`config.mk`:
```
export PLATFORM = sky130hd
export DESIGN_NAME = source_text_tokenizer
export DESIGN_NICKNAME = d
export VERILOG_FILES = /design/src/stt_pkg.sv /design/src/stt_front.sv /design/src/stt_queue.sv /design/src/stt_back.sv /design/src/source_text_tokenizer.sv
export SDC_FILE = /design/constraint.sdc
export NUM_CORES = 1
export LEC_CHECK = 0
export BUFFER_PORTS_ARGS = -buffer_cell sky130_fd_sc_hd__buf_2
export CAP_MARGIN = 20
export CORE_MARGIN = 4
export CORE_UTILIZATION = 65
export CTS_CLUSTER_SIZE = 40
export DETAILED_ROUTE_END_ITERATION = 8
export PLACE_DENSITY = 0.83
export RECOVER_POWER = 50
export SYNTH_ARGS = -nofsm -noshare
export SYNTH_HDL_FRONTEND = slang
export SYNTH_SLANG_ARGS = --single-unit
```
`constraint.sdc`:
```
create_clock -name clock -period 13.2 [get_ports clock]
set_input_delay 1.98 -clock clock [delete_from_list [all_inputs] [get_ports clock]]
set_output_delay 1.98 -clock clock [all_outputs]
set_load 0.03 [all_outputs]
```
`src/stt_pkg.sv`:
```
// ----------------------------------------------------------------------------
// stt_pkg: shared types and constants of the source text tokenizer
// Token kinds, byte codes, scan modes, token records and keyword lookup.
// ----------------------------------------------------------------------------
package stt_pkg;

   localparam int MAX_FRAC = 9;
   localparam int POS_W    = 16;
   localparam int Q_DEPTH  = 4;
   localparam int Q_AW     = 2;

   typedef enum logic [3:0] {
      M_IDLE, M_OP, M_COMMENT, M_CHAR_OPEN, M_CHAR_BODY,
      M_STRING, M_INT, M_REAL, M_WORD
   } mode_type;

   // token kinds
   localparam logic [5:0] K_END = 6'd0,   K_ANDAND = 6'd1,  K_AND = 6'd2;
   localparam logic [5:0] K_OROR = 6'd3,  K_OR = 6'd4,      K_EQEQ = 6'd5;
   localparam logic [5:0] K_ASSIGN = 6'd6, K_NE = 6'd7,     K_NOT = 6'd8;
   localparam logic [5:0] K_LE = 6'd9,    K_LT = 6'd10,     K_GE = 6'd11;
   localparam logic [5:0] K_GT = 6'd12,   K_PLUS = 6'd13,   K_MINUS = 6'd14;
   localparam logic [5:0] K_STAR = 6'd15, K_SLASH = 6'd16,  K_LPAREN = 6'd17;
   localparam logic [5:0] K_RPAREN = 6'd18, K_LBRACK = 6'd19, K_RBRACK = 6'd20;
   localparam logic [5:0] K_LBRACE = 6'd21, K_RBRACE = 6'd22, K_CHARLIT = 6'd23;
   localparam logic [5:0] K_STRING = 6'd24, K_INTLIT = 6'd25, K_REALLIT = 6'd26;
   localparam logic [5:0] K_IDENT = 6'd27, K_IF = 6'd28,    K_ELSE = 6'd29;
   localparam logic [5:0] K_WHILE = 6'd30, K_DO = 6'd31,    K_BREAK = 6'd32;
   localparam logic [5:0] K_FN = 6'd33,   K_DATATYPE = 6'd34, K_TRUE = 6'd35;
   localparam logic [5:0] K_FALSE = 6'd36, K_SEMI = 6'd37,  K_COMMA = 6'd38;
   localparam logic [5:0] K_COLON = 6'd39, K_UNKNOWN = 6'd40;

   // datatype codes
   localparam logic [1:0] DT_INT = 2'd0, DT_FLOAT = 2'd1, DT_CHAR = 2'd2, DT_BOOL = 2'd3;

   // byte codes
   localparam logic [7:0] B_TAB = 8'h09, B_LF = 8'h0A, B_SPACE = 8'h20;
   localparam logic [7:0] B_BANG = 8'h21, B_DQUOTE = 8'h22, B_AMP = 8'h26;
   localparam logic [7:0] B_SQUOTE = 8'h27, B_LPAREN = 8'h28, B_RPAREN = 8'h29;
   localparam logic [7:0] B_STAR = 8'h2A, B_PLUS = 8'h2B, B_COMMA = 8'h2C;
   localparam logic [7:0] B_MINUS = 8'h2D, B_DOT = 8'h2E, B_SLASH = 8'h2F;
   localparam logic [7:0] B_ZERO = 8'h30, B_NINE = 8'h39, B_COLON = 8'h3A;
   localparam logic [7:0] B_SEMI = 8'h3B, B_LT = 8'h3C, B_EQ = 8'h3D;
   localparam logic [7:0] B_GT = 8'h3E, B_UA = 8'h41, B_UZ = 8'h5A;
   localparam logic [7:0] B_LBRACK = 8'h5B, B_RBRACK = 8'h5D, B_UNDER = 8'h5F;
   localparam logic [7:0] B_LA = 8'h61, B_LZ = 8'h7A, B_LBRACE = 8'h7B;
   localparam logic [7:0] B_BAR = 8'h7C, B_RBRACE = 8'h7D;

   // keywords, first byte in the lowest bits
   localparam logic [39:0] W_IF    = 40'h0000006669;
   localparam logic [39:0] W_ELSE  = 40'h0065736c65;
   localparam logic [39:0] W_WHILE = 40'h656c696877;
   localparam logic [39:0] W_DO    = 40'h0000006f64;
   localparam logic [39:0] W_BREAK = 40'h6b61657262;
   localparam logic [39:0] W_FN    = 40'h0000006e66;
   localparam logic [39:0] W_INT   = 40'h0000746e69;
   localparam logic [39:0] W_FLOAT = 40'h74616f6c66;
   localparam logic [39:0] W_CHAR  = 40'h0072616863;
   localparam logic [39:0] W_BOOL  = 40'h006c6f6f62;
   localparam logic [39:0] W_TRUE  = 40'h0065757274;
   localparam logic [39:0] W_FALSE = 40'h65736c6166;

   typedef struct packed {
      logic [5:0]       kind;
      logic [31:0]      ival;
      logic [29:0]      fval;
      logic [3:0]       fdig;
      logic [15:0]      len;
      logic [POS_W-1:0] sline;
      logic [POS_W-1:0] scol;
   } token_type;

   // one to two tokens caused by one byte
   typedef struct packed {
      logic      two;
      token_type t0;
      token_type t1;
   } pair_type;

   function automatic token_type mk_tok(input logic [5:0] kind, input logic [31:0] ival,
                                        input logic [15:0] len, input logic [POS_W-1:0] sl,
                                        input logic [POS_W-1:0] sc);
      token_type t;
      t       = '0;
      t.kind  = kind;
      t.ival  = ival;
      t.len   = len;
      t.sline = sl;
      t.scol  = sc;
      return t;
   endfunction

   function automatic logic [5:0] single_op_kind(input logic [7:0] p);
      unique case (p)
         B_AMP:   return K_AND;
         B_BAR:   return K_OR;
         B_EQ:    return K_ASSIGN;
         B_BANG:  return K_NOT;
         B_LT:    return K_LT;
         B_GT:    return K_GT;
         default: return K_SLASH;
      endcase
   endfunction

   // zero means no pairing
   function automatic logic [5:0] pair_kind(input logic [7:0] p, input logic [7:0] c);
      priority if (p == B_AMP && c == B_AMP) return K_ANDAND;
      else if (p == B_BAR && c == B_BAR)     return K_OROR;
      else if (p == B_EQ && c == B_EQ)       return K_EQEQ;
      else if (p == B_BANG && c == B_EQ)     return K_NE;
      else if (p == B_LT && c == B_EQ)       return K_LE;
      else if (p == B_GT && c == B_EQ)       return K_GE;
      else                                   return K_END;
   endfunction

   // one-byte tokens; zero means none
   function automatic logic [5:0] punct_kind(input logic [7:0] c);
      unique case (c)
         B_PLUS:   return K_PLUS;
         B_MINUS:  return K_MINUS;
         B_STAR:   return K_STAR;
         B_LPAREN: return K_LPAREN;
         B_RPAREN: return K_RPAREN;
         B_LBRACK: return K_LBRACK;
         B_RBRACK: return K_RBRACK;
         B_LBRACE: return K_LBRACE;
         B_RBRACE: return K_RBRACE;
         B_SEMI:   return K_SEMI;
         B_COMMA:  return K_COMMA;
         B_COLON:  return K_COLON;
         default:  return K_END;
      endcase
   endfunction

   // {kind, datatype code}; bytes past the length are zero in the prefix
   function automatic logic [7:0] word_lookup(input logic [39:0] pre, input logic [15:0] len);
      priority if (len == 16'd2 && pre == W_IF)    return {K_IF, 2'd0};
      else if (len == 16'd4 && pre == W_ELSE)      return {K_ELSE, 2'd0};
      else if (len == 16'd5 && pre == W_WHILE)     return {K_WHILE, 2'd0};
      else if (len == 16'd2 && pre == W_DO)        return {K_DO, 2'd0};
      else if (len == 16'd5 && pre == W_BREAK)     return {K_BREAK, 2'd0};
      else if (len == 16'd2 && pre == W_FN)        return {K_FN, 2'd0};
      else if (len == 16'd3 && pre == W_INT)       return {K_DATATYPE, DT_INT};
      else if (len == 16'd5 && pre == W_FLOAT)     return {K_DATATYPE, DT_FLOAT};
      else if (len == 16'd4 && pre == W_CHAR)      return {K_DATATYPE, DT_CHAR};
      else if (len == 16'd4 && pre == W_BOOL)      return {K_DATATYPE, DT_BOOL};
      else if (len == 16'd4 && pre == W_TRUE)      return {K_TRUE, 2'd0};
      else if (len == 16'd5 && pre == W_FALSE)     return {K_FALSE, 2'd0};
      else                                         return {K_IDENT, 2'd0};
   endfunction

endpackage

```
`src/stt_front.sv`:
```
// ----------------------------------------------------------------------------
// stt_front: byte scanner
// Classifies each accepted byte, updates the scan state and forms the
// tokens (up to two) that the byte completes.
// ----------------------------------------------------------------------------
module stt_front (
   input  logic              clock,
   input  logic              reset,
   input  logic              take,
   input  logic [7:0]        ch,
   input  logic              endm,
   output logic              push,
   output stt_pkg::pair_type pair
);

   stt_pkg::mode_type mode_ff, mode_in;
   logic [7:0]  pend_ff, pend_in;
   logic [31:0] iacc_ff, iacc_in;
   logic [29:0] facc_ff, facc_in;
   logic [3:0]  fcnt_ff, fcnt_in;
   logic [39:0] wpre_ff, wpre_in;
   logic [15:0] wlen_ff, wlen_in;
   logic [7:0]  cbyte_ff, cbyte_in;
   logic [stt_pkg::POS_W-1:0] line_ff, line_in, col_ff, col_in;
   logic [stt_pkg::POS_W-1:0] tline_ff, tline_in, tcol_ff, tcol_in;
   logic        done_ff, done_in;

   logic [stt_pkg::POS_W-1:0] line_new, col_new;
   logic        is_end, is_digit, is_alpha, redo;
   logic        flush_v, v0, v1;
   stt_pkg::token_type flush_t, t0, t1;
   logic [5:0]  pk, sk;
   logic [7:0]  wl;
   logic [31:0] digit;

   assign is_digit = (ch >= stt_pkg::B_ZERO) && (ch <= stt_pkg::B_NINE);
   assign is_alpha = ((ch >= stt_pkg::B_LA) && (ch <= stt_pkg::B_LZ)) ||
                     ((ch >= stt_pkg::B_UA) && (ch <= stt_pkg::B_UZ)) ||
                     (ch == stt_pkg::B_UNDER);
   assign is_end   = endm || (ch == 8'd0) || ch[7];
   assign digit    = {28'd0, ch[3:0]};
   assign pk       = stt_pkg::pair_kind(pend_ff, ch);
   assign sk       = stt_pkg::punct_kind(ch);
   assign wl       = stt_pkg::word_lookup(wpre_ff, wlen_ff);

   // counters after this byte
   always_comb begin
      line_new = line_ff;
      col_new  = col_ff + 1'b1;
      if (ch == stt_pkg::B_LF) begin
         line_new = line_ff + 1'b1;
         col_new  = '0;
      end
   end

   // token left pending by the current mode
   always_comb begin
      flush_v = 1'b0;
      flush_t = '0;
      unique case (mode_ff)
         stt_pkg::M_OP: begin
            flush_v = 1'b1;
            flush_t = stt_pkg::mk_tok(stt_pkg::single_op_kind(pend_ff), 32'd0, 16'd0,
                                      tline_ff, tcol_ff);
         end
         stt_pkg::M_INT: begin
            flush_v = 1'b1;
            flush_t = stt_pkg::mk_tok(stt_pkg::K_INTLIT, iacc_ff, 16'd0, tline_ff, tcol_ff);
         end
         stt_pkg::M_REAL: begin
            flush_v = 1'b1;
            flush_t = stt_pkg::mk_tok(stt_pkg::K_REALLIT, iacc_ff, 16'd0, tline_ff, tcol_ff);
            flush_t.fval = facc_ff;
            flush_t.fdig = fcnt_ff;
         end
         stt_pkg::M_WORD: begin
            flush_v = 1'b1;
            flush_t = stt_pkg::mk_tok(wl[7:2], {30'd0, wl[1:0]}, wlen_ff, tline_ff, tcol_ff);
         end
         default: begin
            flush_v = 1'b0;
         end
      endcase
   end

   // scan step
   always_comb begin
      mode_in  = mode_ff;
      pend_in  = pend_ff;
      iacc_in  = iacc_ff;
      facc_in  = facc_ff;
      fcnt_in  = fcnt_ff;
      wpre_in  = wpre_ff;
      wlen_in  = wlen_ff;
      cbyte_in = cbyte_ff;
      line_in  = line_ff;
      col_in   = col_ff;
      tline_in = tline_ff;
      tcol_in  = tcol_ff;
      done_in  = done_ff;
      v0 = 1'b0;
      t0 = '0;
      v1 = 1'b0;
      t1 = '0;
      redo = 1'b0;
      if (take && !done_ff) begin
         if (!endm) begin
            line_in = line_new;
            col_in  = col_new;
         end
         if (is_end) begin
            v0 = flush_v;
            t0 = flush_t;
            v1 = 1'b1;
            t1 = stt_pkg::mk_tok(stt_pkg::K_END, 32'd0, 16'd0,
                                 endm ? line_ff : line_new, endm ? col_ff : col_new);
            mode_in = stt_pkg::M_IDLE;
            done_in = 1'b1;
         end else begin
            unique case (mode_ff)
               stt_pkg::M_OP: begin
                  if (pk != stt_pkg::K_END) begin
                     v0 = 1'b1;
                     t0 = stt_pkg::mk_tok(pk, 32'd0, 16'd0, tline_ff, tcol_ff);
                     mode_in = stt_pkg::M_IDLE;
                  end else if (pend_ff == stt_pkg::B_SLASH && ch == stt_pkg::B_SLASH) begin
                     mode_in = stt_pkg::M_COMMENT;
                  end else begin
                     v0 = flush_v;
                     t0 = flush_t;
                     redo = 1'b1;
                  end
               end
               stt_pkg::M_COMMENT: begin
                  if (ch == stt_pkg::B_LF) mode_in = stt_pkg::M_IDLE;
               end
               stt_pkg::M_CHAR_OPEN: begin
                  cbyte_in = ch;
                  mode_in  = stt_pkg::M_CHAR_BODY;
               end
               stt_pkg::M_CHAR_BODY: begin
                  mode_in = stt_pkg::M_IDLE;
                  if (ch == stt_pkg::B_SQUOTE) begin
                     v0 = 1'b1;
                     t0 = stt_pkg::mk_tok(stt_pkg::K_CHARLIT, {24'd0, cbyte_ff}, 16'd0,
                                          tline_ff, tcol_ff);
                  end else begin
                     redo = 1'b1;
                  end
               end
               stt_pkg::M_STRING: begin
                  if (ch == stt_pkg::B_DQUOTE) begin
                     v0 = 1'b1;
                     t0 = stt_pkg::mk_tok(stt_pkg::K_STRING, 32'd0, wlen_ff, tline_ff, tcol_ff);
                     mode_in = stt_pkg::M_IDLE;
                  end else if (ch == stt_pkg::B_LF) begin
                     mode_in = stt_pkg::M_IDLE;
                  end else if (wlen_ff != 16'hFFFF) begin
                     wlen_in = wlen_ff + 16'd1;
                  end
               end
               stt_pkg::M_INT: begin
                  if (is_digit) begin
                     iacc_in = (iacc_ff << 3) + (iacc_ff << 1) + digit;
                  end else if (ch == stt_pkg::B_DOT) begin
                     mode_in = stt_pkg::M_REAL;
                     facc_in = '0;
                     fcnt_in = '0;
                  end else begin
                     v0 = flush_v;
                     t0 = flush_t;
                     redo = 1'b1;
                  end
               end
               stt_pkg::M_REAL: begin
                  if (is_digit) begin
                     if (fcnt_ff < 4'(stt_pkg::MAX_FRAC)) begin
                        facc_in = (facc_ff << 3) + (facc_ff << 1) + digit[29:0];
                        fcnt_in = fcnt_ff + 4'd1;
                     end
                  end else begin
                     v0 = flush_v;
                     t0 = flush_t;
                     redo = 1'b1;
                  end
               end
               stt_pkg::M_WORD: begin
                  if (is_alpha || is_digit) begin
                     if (wlen_ff < 16'd5)
                        wpre_in = wpre_ff | ({32'd0, ch} << {wlen_ff[2:0], 3'b000});
                     if (wlen_ff != 16'hFFFF) wlen_in = wlen_ff + 16'd1;
                  end else begin
                     v0 = flush_v;
                     t0 = flush_t;
                     redo = 1'b1;
                  end
               end
               default: begin
                  redo = 1'b1;
               end
            endcase

            // start of a new token from idle
            if (redo) begin
               mode_in = stt_pkg::M_IDLE;
               if (ch != stt_pkg::B_SPACE && ch != stt_pkg::B_TAB && ch != stt_pkg::B_LF) begin
                  tline_in = line_new;
                  tcol_in  = col_new;
                  priority if (ch == stt_pkg::B_AMP || ch == stt_pkg::B_BAR ||
                               ch == stt_pkg::B_EQ || ch == stt_pkg::B_BANG ||
                               ch == stt_pkg::B_LT || ch == stt_pkg::B_GT ||
                               ch == stt_pkg::B_SLASH) begin
                     mode_in = stt_pkg::M_OP;
                     pend_in = ch;
                  end else if (sk != stt_pkg::K_END) begin
                     v1 = 1'b1;
                     t1 = stt_pkg::mk_tok(sk, 32'd0, 16'd0, line_new, col_new);
                  end else if (ch == stt_pkg::B_SQUOTE) begin
                     mode_in = stt_pkg::M_CHAR_OPEN;
                  end else if (ch == stt_pkg::B_DQUOTE) begin
                     mode_in = stt_pkg::M_STRING;
                     wlen_in = '0;
                  end else if (is_digit) begin
                     mode_in = stt_pkg::M_INT;
                     iacc_in = digit;
                     facc_in = '0;
                     fcnt_in = '0;
                  end else if (is_alpha) begin
                     mode_in = stt_pkg::M_WORD;
                     wpre_in = {32'd0, ch};
                     wlen_in = 16'd1;
                  end else begin
                     v1 = 1'b1;
                     t1 = stt_pkg::mk_tok(stt_pkg::K_UNKNOWN, 32'd0, 16'd0, line_new, col_new);
                  end
               end
            end
         end
      end
   end

   // pack the tokens, first one into slot zero
   always_comb begin
      push     = v0 || v1;
      pair.two = v0 && v1;
      pair.t0  = v0 ? t0 : t1;
      pair.t1  = t1;
   end

   always_ff @(posedge clock) begin
      if (reset) begin
         mode_ff  <= stt_pkg::M_IDLE;
         done_ff  <= 1'b0;
         line_ff  <= '0;
         col_ff   <= '0;
         tline_ff <= '0;
         tcol_ff  <= '0;
      end else begin
         mode_ff  <= mode_in;
         done_ff  <= done_in;
         line_ff  <= line_in;
         col_ff   <= col_in;
         tline_ff <= tline_in;
         tcol_ff  <= tcol_in;
      end
   end

   always_ff @(posedge clock) begin
      pend_ff  <= pend_in;
      iacc_ff  <= iacc_in;
      facc_ff  <= facc_in;
      fcnt_ff  <= fcnt_in;
      wpre_ff  <= wpre_in;
      wlen_ff  <= wlen_in;
      cbyte_ff <= cbyte_in;
   end

endmodule

```
`src/stt_queue.sv`:
```
// ----------------------------------------------------------------------------
// stt_queue: token pair queue
// Short register queue between scanner and output stage.
// ----------------------------------------------------------------------------
module stt_queue (
   input  logic              clock,
   input  logic              reset,
   input  logic              push,
   input  stt_pkg::pair_type wr_pair,
   input  logic              pop,
   output logic              not_empty,
   output logic              full,
   output stt_pkg::pair_type head
);

   stt_pkg::pair_type mem_ff [stt_pkg::Q_DEPTH];
   logic [stt_pkg::Q_AW-1:0] wr_ff, wr_in, rd_ff, rd_in;
   logic [stt_pkg::Q_AW:0]   cnt_ff, cnt_in;

   assign not_empty = (cnt_ff != '0);
   assign full      = (cnt_ff == (stt_pkg::Q_AW+1)'(stt_pkg::Q_DEPTH));
   assign head      = mem_ff[rd_ff];

   // pointer and fill count update
   always_comb begin
      wr_in  = wr_ff;
      rd_in  = rd_ff;
      cnt_in = cnt_ff;
      if (push) wr_in = wr_ff + 1'b1;
      if (pop)  rd_in = rd_ff + 1'b1;
      if (push && !pop) cnt_in = cnt_ff + 1'b1;
      else if (pop && !push) cnt_in = cnt_ff - 1'b1;
   end

   always_ff @(posedge clock) begin
      if (reset) begin
         wr_ff  <= '0;
         rd_ff  <= '0;
         cnt_ff <= '0;
      end else begin
         wr_ff  <= wr_in;
         rd_ff  <= rd_in;
         cnt_ff <= cnt_in;
      end
   end

   always_ff @(posedge clock) begin
      if (push) mem_ff[wr_ff] <= wr_pair;
   end

endmodule

```
`src/stt_back.sv`:
```
// ----------------------------------------------------------------------------
// stt_back: output stage
// Splits each queued pair into single token transfers in an output register.
// ----------------------------------------------------------------------------
module stt_back (
   input  logic               clock,
   input  logic               reset,
   input  logic               q_valid,
   input  stt_pkg::pair_type  head,
   output logic               pop,
   output logic               out_valid,
   output stt_pkg::token_type out_tok,
   output logic               out_last,
   input  logic               out_ready
);

   logic               ov_ff, ov_in, sel_ff, sel_in, last_ff, last_in;
   stt_pkg::token_type tok_ff, tok_in;
   logic               load;

   assign load      = !ov_ff || out_ready;
   assign out_valid = ov_ff;
   assign out_tok   = tok_ff;
   assign out_last  = last_ff;

   // take the next token of the head pair
   always_comb begin
      ov_in   = ov_ff;
      sel_in  = sel_ff;
      last_in = last_ff;
      tok_in  = tok_ff;
      pop     = 1'b0;
      if (load) begin
         ov_in = q_valid;
         if (q_valid) begin
            tok_in  = sel_ff ? head.t1 : head.t0;
            last_in = !head.two || sel_ff;
            pop     = last_in;
            sel_in  = !last_in;
         end
      end
   end

   always_ff @(posedge clock) begin
      if (reset) begin
         ov_ff  <= 1'b0;
         sel_ff <= 1'b0;
      end else begin
         ov_ff  <= ov_in;
         sel_ff <= sel_in;
      end
   end

   always_ff @(posedge clock) begin
      tok_ff  <= tok_in;
      last_ff <= last_in;
   end

endmodule

```
`src/source_text_tokenizer.sv`:
```
// ----------------------------------------------------------------------------
// source_text_tokenizer: streaming lexer for a small C-like language
// Source bytes in, tokens out, one token per output transfer.
// ----------------------------------------------------------------------------
// Usage:
//   req_* carries one source byte per transfer; req_tuser set marks end of
//   input. A NUL byte, a byte of 128 or more, or the end mark flushes the
//   pending token and gives the end token; later bytes are taken and dropped.
//   rsp_* carries tokens; rsp_tlast is set on the final token of a byte.
//   Throughput: one byte per cycle while the queue has room; each byte gives
//   zero, one or two tokens, and the output register sends one per cycle
//   while rsp_tready is high. A token passes from the scanner through the
//   queue and the output register to rsp. req_tready drops only when the
//   four-entry pair queue is full, so a stalled receiver backs up through
//   the queue to the source.
//   Reset clears the scan state, counters and queue; no clearing pass.
// ----------------------------------------------------------------------------
module source_text_tokenizer (
   input  logic          clock,
   input  logic          reset,
   input  logic          req_tvalid,
   output logic          req_tready,
   input  logic [7:0]    req_tdata,  // ch
   input  logic          req_tuser,  // end_marker
   output logic          rsp_tvalid,
   input  logic          rsp_tready,
   // kind[5:0], int_value[37:6], fraction_value[67:38], fraction_digits[71:68],
   // lexeme_length[87:72], start_line[103:88], start_column[119:104]
   output logic [119:0]  rsp_tdata,
   output logic          rsp_tlast
);

   logic               take, push, pop, q_valid, q_full;
   stt_pkg::pair_type  wr_pair, head;
   stt_pkg::token_type out_tok;

   assign req_tready = !q_full;
   assign take       = req_tvalid && req_tready;

   stt_front u_front (
      .clock (clock),
      .reset (reset),
      .take  (take),
      .ch    (req_tdata),
      .endm  (req_tuser),
      .push  (push),
      .pair  (wr_pair)
   );

   stt_queue u_queue (
      .clock     (clock),
      .reset     (reset),
      .push      (push),
      .wr_pair   (wr_pair),
      .pop       (pop),
      .not_empty (q_valid),
      .full      (q_full),
      .head      (head)
   );

   stt_back u_back (
      .clock     (clock),
      .reset     (reset),
      .q_valid   (q_valid),
      .head      (head),
      .pop       (pop),
      .out_valid (rsp_tvalid),
      .out_tok   (out_tok),
      .out_last  (rsp_tlast),
      .out_ready (rsp_tready)
   );

   assign rsp_tdata = {out_tok.scol, out_tok.sline, out_tok.len, out_tok.fdig,
                       out_tok.fval, out_tok.ival, out_tok.kind};

`ifndef SYNTH
   // end token always closes its byte's tokens
   assert property (@(posedge clock) disable iff (reset)
      (rsp_tvalid && rsp_tdata[5:0] == stt_pkg::K_END) |-> rsp_tlast)
      else $error("end token without last");

   // nothing follows the end token
   assert property (@(posedge clock) disable iff (reset)
      (rsp_tvalid && rsp_tready && rsp_tdata[5:0] == stt_pkg::K_END) |=> !rsp_tvalid)
      else $error("token after end token");

   // queue pop only when data is there
   assert property (@(posedge clock) disable iff (reset) pop |-> q_valid)
      else $error("pop from empty queue");
`endif

endmodule
```
Word-level counts from Yosys, hierarchy flattened --
Memory sizes are Yosys's and may differ from the RTL's. A register that Yosys moved wholly into a read port is not among the register bits. Cells that the tools add are included.
Storage, ports and cells: flip-flop bits (word level) 337, bits in writable memories 964, input bits 13, output and inout port bits 123, word-level logic and storage cells 339, memories kept 1
Cells by class: add/sub/neg operators 12, magnitude comparators 8, equality and inequality tests 63, shift operators 1, multiplexer cells 161, bitwise logic cells 2, reduce and logical (&&, ||, !) cells 65
Memory list:
- u_queue.mem_ff | words 4, width 241, rd ports 1, clocked after Yosys merged registers in 1, write ports 1, line stt_queue.sv:16 | stt_pkg::pair_type mem_ff [stt_pkg::Q_DEPTH];
Operator list (number):
- 120-bit two-way mux | 20
- 120-bit one-hot mux with 6 select lines | 1
- 120-bit one-hot mux with 4 select lines | 1
- 40-bit two-way mux | 11
- 30-bit two-way mux | 11
- 32-bit two-way mux | 9
- 16-bit two-way mux | 16
- 119-bit two-way mux | 2
- 8-bit by 6-bit == test with 1-bit output, second input constant | 23
- 40-bit by 31-bit == test with 1-bit output, second input constant | 4
- 40-bit by 39-bit == test with 1-bit output, second input constant | 4
- 40-bit by 15-bit == test with 1-bit output, second input constant | 3
- 4-bit two-way mux | 27
- 8-bit two-way mux | 12
- 6-bit one-hot mux with 12 select lines | 1
- 30-bit one-hot mux with 2 select lines | 1
- 8-bit by 7-bit == test with 1-bit output, second input constant | 7
- 16-bit by 1-bit adder with 16-bit output, second input constant | 3
- 40-bit by 23-bit == test with 1-bit output, second input constant | 1
- 40-bit OR | 1
- 8-bit by 6-bit << shifter with 40-bit output | 1
- 1-bit two-way mux | 34
- 32-bit adder | 1
- 32-bit by 4-bit adder with 32-bit output | 1
- 49 further kinds | 117

Longest topological paths before layout --
depth in word-level cells 21, mapped depth 15, gate-level depth less buffers 13

By module --
A second synthesis with hierarchy kept.
Second synthesis, totals: cells, all modules 3573, area, all modules 57531.4 sq um
By module, submodules not included:
- stt_queue | times used 1, cells each 1303, area an instance 35206.3 sq um, sequential area each 29127.9 sq um
- stt_front | times used 1, cells each 2000, area an instance 16812.4 sq um, sequential area each 5525.3 sq um
- stt_back | times used 1, cells each 268, area an instance 5502.8 sq um, sequential area each 3673.5 sq um
- source_text_tokenizer | times used 1, cells each 2, area an instance 10.0 sq um, sequential area each 0.0 sq um

Least setup slack after synthesis --
No wires, ideal clock.
path type input to register, start point input rsp_tready, end point register u_queue.cnt_ff[2] (netlist bit), library setup time 0.070 ns, arrival 9.603 ns, data required time 13.130 ns, slack 3.526 ns, stages on the path 10, buffers on the path 0, cells stage by stage inv_1 -> a21oi_1 -> and2_1 -> inv_1 -> ha_1 -> inv_1 -> fa_1 -> xor2_1 -> or3_1 -> a21oi_1
On the way: word-level cells in the longest chain between the ends 5, elaborated cells between the ends (all ways) 7, those cells by class mux (2); reduce/logical (5)
RTL lines:
- start, declared | line source_text_tokenizer.sv:26 | input logic rsp_tready,
- 1-bit logical OR * | line stt_back.sv:21 | assign load = !ov_ff || out_ready;
- 1-bit two-way mux * | line stt_back.sv:33 | if (load) begin
- 1-bit zero test | line stt_queue.sv:31 | if (push && !pop) cnt_in = cnt_ff + 1'b1;
- 1-bit logical AND | line stt_queue.sv:31
- 3-bit two-way mux or 2-bit nonzero test (tied branches)
- end signal, assigned | line stt_queue.sv:43 | cnt_ff <= cnt_in;
- end, declared | line stt_queue.sv:18 | logic [stt_pkg::Q_AW:0] cnt_ff, cnt_in;
Every way passes the cells marked *; elsewhere a longest branch is shown, timed or not. A chain may end at the register's enable or synchronous reset.

Worst setup path after layout --
start point input req_tdata[4], end point register u_front.pend_ff[0] (enable)
On the way: word-level cells in the longest chain between the ends 14, elaborated cells between the ends (all ways) 62, those cells by class order compare (6); eq/ne (13); mux (16); bitwise (1); reduce/logical (26)
RTL lines:
- start, declared | line source_text_tokenizer.sv:23 | input logic [7:0] req_tdata,
- 8-bit by 6-bit == test with 1-bit output
- 1-bit logical AND | line stt_pkg.sv:112 | else if (p == B_GT && c == B_EQ) return K_GE;
- 4-bit two-way mux | line stt_pkg.sv:112
- 6-bit two-way mux | line stt_pkg.sv:111 | else if (p == B_LT && c == B_EQ) return K_LE;
- 6-bit two-way mux | line stt_pkg.sv:110 | else if (p == B_BANG && c == B_EQ) return K_NE;
- 6-bit two-way mux | line stt_pkg.sv:109 | else if (p == B_EQ && c == B_EQ) return K_EQEQ;
- 6-bit two-way mux | line stt_pkg.sv:108 | else if (p == B_BAR && c == B_BAR) return K_OROR;
- 6-bit two-way mux | line stt_pkg.sv:107 | priority if (p == B_AMP && c == B_AMP) return K_ANDAND;
- 6-bit nonzero test | line stt_front.sv:122 | if (pk != stt_pkg::K_END) begin
- 1-bit two-way mux | line stt_front.sv:122
- 1-bit one-hot mux with 6 select lines | line stt_front.sv:120 | unique case (mode_ff)
- 1-bit two-way mux | line stt_front.sv:111 | if (is_end) begin
- 1-bit two-way mux | line stt_front.sv:106 | if (take && !done_ff) begin
- 5-bit AND reduction (no source line) *
- end signal, assigned | line stt_front.sv:269 | pend_ff <= pend_in;
- end, declared | line stt_front.sv:17 | logic [7:0] pend_ff, pend_in;
Every way passes the cells marked *; elsewhere a longest branch is shown, timed or not. The select of a mux whose other input is x is not followed.

==> qor.csv <==
stage,metric,value,unit
timing,clk_skew,0.02565,ns
timing,FMAX,121.5,MHz
worst_setup_path,"most used cell, CP",nand2_1,
grt,first-pass GRT wire length,165.4,mm
min_path,worst min-delay path class,flip-flop to flip-flop,
worst_setup_path,R2R Path End,u_back.out_tok[115]$_DFFE_PP_,
synth,asr flop ratio synth,0,%
timing,worst hold slack,0.4727,ns
synth,top cell type's share of synthesized area,60.54,%
grt,Tot GR Track Use,29.06,%
grt,vias in the first global route,27840,
route,DRT iter0 DRCs,3386,
synth,"area leader, netlist",edfxtp_1,
synth,number of flops mapped to enable cells by yosys,895,
cts,clock sinks,975,
worst_setup_path,R2R Setup Slk,6.28,ns
power,maximum vdd drop,0.2050,mV
final_layout,final instance area,48660,um2
worst_setup_path,crit path max fanout,50,
die,die area,72550,um2
route,Via Count,27500,
worst_setup_path,CP max stage delay,1.92,ns
timing,crit path time final,8.232,ns
place,post-DP HPWL,64.52,mm
worst_setup_path,critical path depth in cells,7,
run,maxcap violations,13,
cts,H-tree depth,3,
route,residual DRC count,0,
synth,sequential share of the synthesized area,64.14,%
cts,Post-CTS Resized,0,
synth,syn avg cell area,14.62,um2
worst_setup_path,CP required,13.50,ns
route,Wirelength per Cell,25.87,um
timing,setup TNS,0,ns
synth,"Primary FF master, synth",edfxtp_1,
worst_setup_path,crit path cell chain,"clkbuf_1, nor4_1, a311oi_1, nand2_1, clkinvlp_2, nand2_1, nor2_1",
worst_setup_path,WS Path Type,input pin to flip-flop,
timing,RSZ-0062 raised after global routing,no,
worst_setup_path,CP Capture Type,flip-flop,
die,core footprint,67400,um2
grt,initial antenna violation count,2,
grt,pin count of the biggest net entering global routing,81,
final_layout,share of cells above drive strength 1,12.68,%
cts,Max Buffers Root-to-Sink,3,
outcome,status,finished with violations,
worst_setup_path,family with the most delay on the worst path,simple AND/OR/NAND/NOR gates,
timing,pins over their slew limit,553,
min_path,hold path cells,2,
route,drt first pass iters,6,
outcome,failing checks,"max-capacitance violations, max-slew violations",
worst_setup_path,worst setup path end,u_front.pend_ff[0]$_DFFE_PP_,
worst_setup_path,Critical Path Start,req_tdata[4],
cts,CTS buffer count,95,
timing,Finish-stage setup viols,0,
die,Die Y,269.3,um
place,Placement Cell Area,45810,um2
worst_setup_path,Startpoint Class,input pin,
final_layout,fill count,4121,
synth,yosys warns,0,
cts,CTS tree,yes,
route,DRT Wirelength,106.3,mm
cts,clock root buffer,clkbuf_16,
cts,post-CTS setup repair buffer count,0,
timing,final period utilization,62.36,%
place,Cells after DPL,3930,
route,ANT nets after route,0,
timing,worst-margin pin slew,3.898,ns
grt,gr ovfl total,0,
worst_setup_path,Critical-path top delay cell,clkinvlp_2,
power,P_leak,16.93,nW
die,Row Count,95,
worst_setup_path,Critical path buffers and inverters,2,
route,via/cell ratio,6.694,
place,IO Port Bufs,135,
die,I/O pins,136,
synth,library cells used by synthesis,102,
cts,cts hold-fix bufs,0,
worst_setup_path,CP arrival,8.53,ns
die,die width,269.3,um
timing,Rel. slew slack,-159.9,%
cts,worst-skew pair later-pin latency,0.66,ns
final_layout,Layout area overhead,9.605,%
final_layout,layout net count,3299,
final_layout,fin cells,4108,
synth,syn nets,3180,
synth,top cells by area in the synthesized netlist,"edfxtp_1 61%, mux4_2 8.1%, dfxtp_1 3.6%",
power,PD cells,186.4,nW/um2
synth,Post-Syn Area,44400,um2
cts,clock slew at reported path FFs,0.06,ns
die,Initial Utilization,65.87,%
synth,Post-Syn Instances,3037,
synth,flop and latch count out of synthesis,975,
worst_setup_path,worst-case reg-to-reg path depth,4,
timing,Final Hold Vio Count,0,
place,RePlAce Congestion,0.8991,
worst reg2reg max path, delay by kind of cell (launching register included):
| kind | cells | cell delay, ns |
|---|---|---|
| buffers and inverters | 2 | 3.60 |
| flip-flops | 1 | 2.03 |
| multiplexers | 2 | 1.00 |
layer usage:
layer	wire length, um	up-vias	global-route usage (%)	share of wire, %
li1	-	12030	-	-
met1	42510	13830	40.68	40
met2	52990	1396	48.19	50
met5	27	-	0	0.025
met4	2958	4	8.989	2.8
met3	7799	239	4.321	7.3
flip-flops by register name, summed over array words and instances, names as in the netlist, 8 cells and up, named ones only:
name / flops
u_queue.mem_ff: 636
u_back.out_tok: 120
u_front.wpre_ff: 40
u_front.iacc_ff: 32
u_front.facc_ff: 30
u_front.col_ff: 16
u_front.line_ff: 16
u_front.tcol_ff: 16
u_front.tline_ff: 16
u_front.wlen_ff: 16
u_front.cbyte_ff: 8
u_front.pend_ff: 8
worst min path at each step:
| stage | start | endpoint | slack [ns] |
|---|---|---|---|
| final | u_front.tcol_ff[8]$_SDFFE_PP0P_ | u_front.tcol_ff[8]$_SDFFE_PP0P_ | 0.47 |
| after global routing | u_front.tcol_ff[6]$_SDFFE_PP0P_ | u_front.tcol_ff[6]$_SDFFE_PP0P_ | 0.48 |
| after CTS | u_front.tcol_ff[14]$_SDFFE_PP0P_ | u_front.tcol_ff[14]$_SDFFE_PP0P_ | 0.47 |
| after detailed placement | u_front.tcol_ff[1]$_SDFFE_PP0P_ | u_front.tcol_ff[1]$_SDFFE_PP0P_ | 0.45 |
| after global placement | u_front.tcol_ff[2]$_SDFFE_PP0P_ | u_front.tcol_ff[2]$_SDFFE_PP0P_ | 0.44 |
| after floorplan | u_front.tcol_ff[0]$_SDFFE_PP0P_ | u_front.tcol_ff[0]$_SDFFE_PP0P_ | 0.43 |
Yosys cell counts, types with 11 or more instances:
cell type and instances:
a22o_1 24, or3_1 24, mux2_2 45, inv_1 39, edfxtp_1 895, and2_1 73, a21oi_1 156, buf_2 12
mux2i_1 12, nor3_1 41, xnor2_1 34, mux2_4 25, o21ai_0 77, dfxtp_1 80, a21o_1 39, a211oi_1 26
clkbuf_1 100, o22ai_1 13, ha_1 125, o21a_1 14, nand2b_1 22, nor2b_1 112, mux4_2 159, nand2_1 202
buf_1 22, o2bb2ai_1 11, a22oi_1 27, and3_1 25, a31oi_1 16, nor4_1 28, nand4_1 28, xor2_1 62
nand3_1 66, nor2_1 216
cell families (layout without fill, tap and decap cells):
logic type               Yosys count  after routing  share of synthesized area [%]
XOR/XNOR                          96             96                          1.894
other                              0              1                              0
AO/OA/AOI/OAI                    488            488                          7.218
buffers and inverters            189            386                          1.894
flip-flops                       975            975                          64.14
multiplexers                     241            241                          10.32
AND/OR/NAND/NOR                  918            918                          10.78
adder cells (fa/ha/maj)          130            130                          3.748
report_power, final:
group	switching [W]	internal [W]	total (W)	leakage (nW)
registers	0.000231	0.00401	0.00424	9.47
logic	0.00135	0.000759	0.00211	5.95
clock network	0.00116	0.00156	0.00272	1.51
through the flow:
step / total power, W / utilization [%] / setup slack [ns]
final: 0.009069 / 72.20 / 4.969
after global routing: 0.009437 / 72.20 / 4.508
after CTS: 0.009158 / 72.61 / 6.217
after detailed placement: 0.006416 / 67.97 / 5.532
after global placement: 0.006347 / 67.97 / 5.589
after floorplan: 0.005847 / - / 3.526
placed cells by master, fill, tap and decap left out, drive strengths merged, types with 12 or more instances in the layout:
| cell | count |
|---|---|
| and2 | 74 |
| o22ai | 14 |
| nor4 | 32 |
| nand4 | 28 |
| mux4 | 159 |
| nor2 | 220 |
| dfxtp | 80 |
| a31oi | 16 |
| buf | 26 |
| clkinv | 32 |
| o21a | 14 |
| o21ai | 82 |
| inv | 43 |
| edfxtp | 895 |
| clkbuf | 270 |
| a21oi | 156 |
| a211oi | 26 |
| nand2b | 22 |
| mux2 | 70 |
| nor3 | 43 |
| nor2b | 112 |
| a22o | 24 |
| xor2 | 62 |
| and3 | 26 |
| nand2 | 203 |
| a21o | 40 |
| ha | 125 |
| nand3 | 66 |
| or3 | 24 |
| a22oi | 27 |
| xnor2 | 34 |
| mux2i | 12 |
area by class of cell:
type | count | area (um2) | area share, %
Clock buffer | 125 | 2613 | 5.369
Inverter | 40 | 158.9 | 0.3266
Tap cell | 873 | 1092 | 2.245
Sequential cell | 975 | 28480 | 58.54
Antenna cell | 1 | 2.502 | 0.005143
Clock inverter | 50 | 514.2 | 1.057
Timing Repair Buffer | 171 | 757.0 | 1.556
Multi-Input combinational cell | 1873 | 15040 | 30.90
No activity file was read; power rests on OpenSTA's default activity.
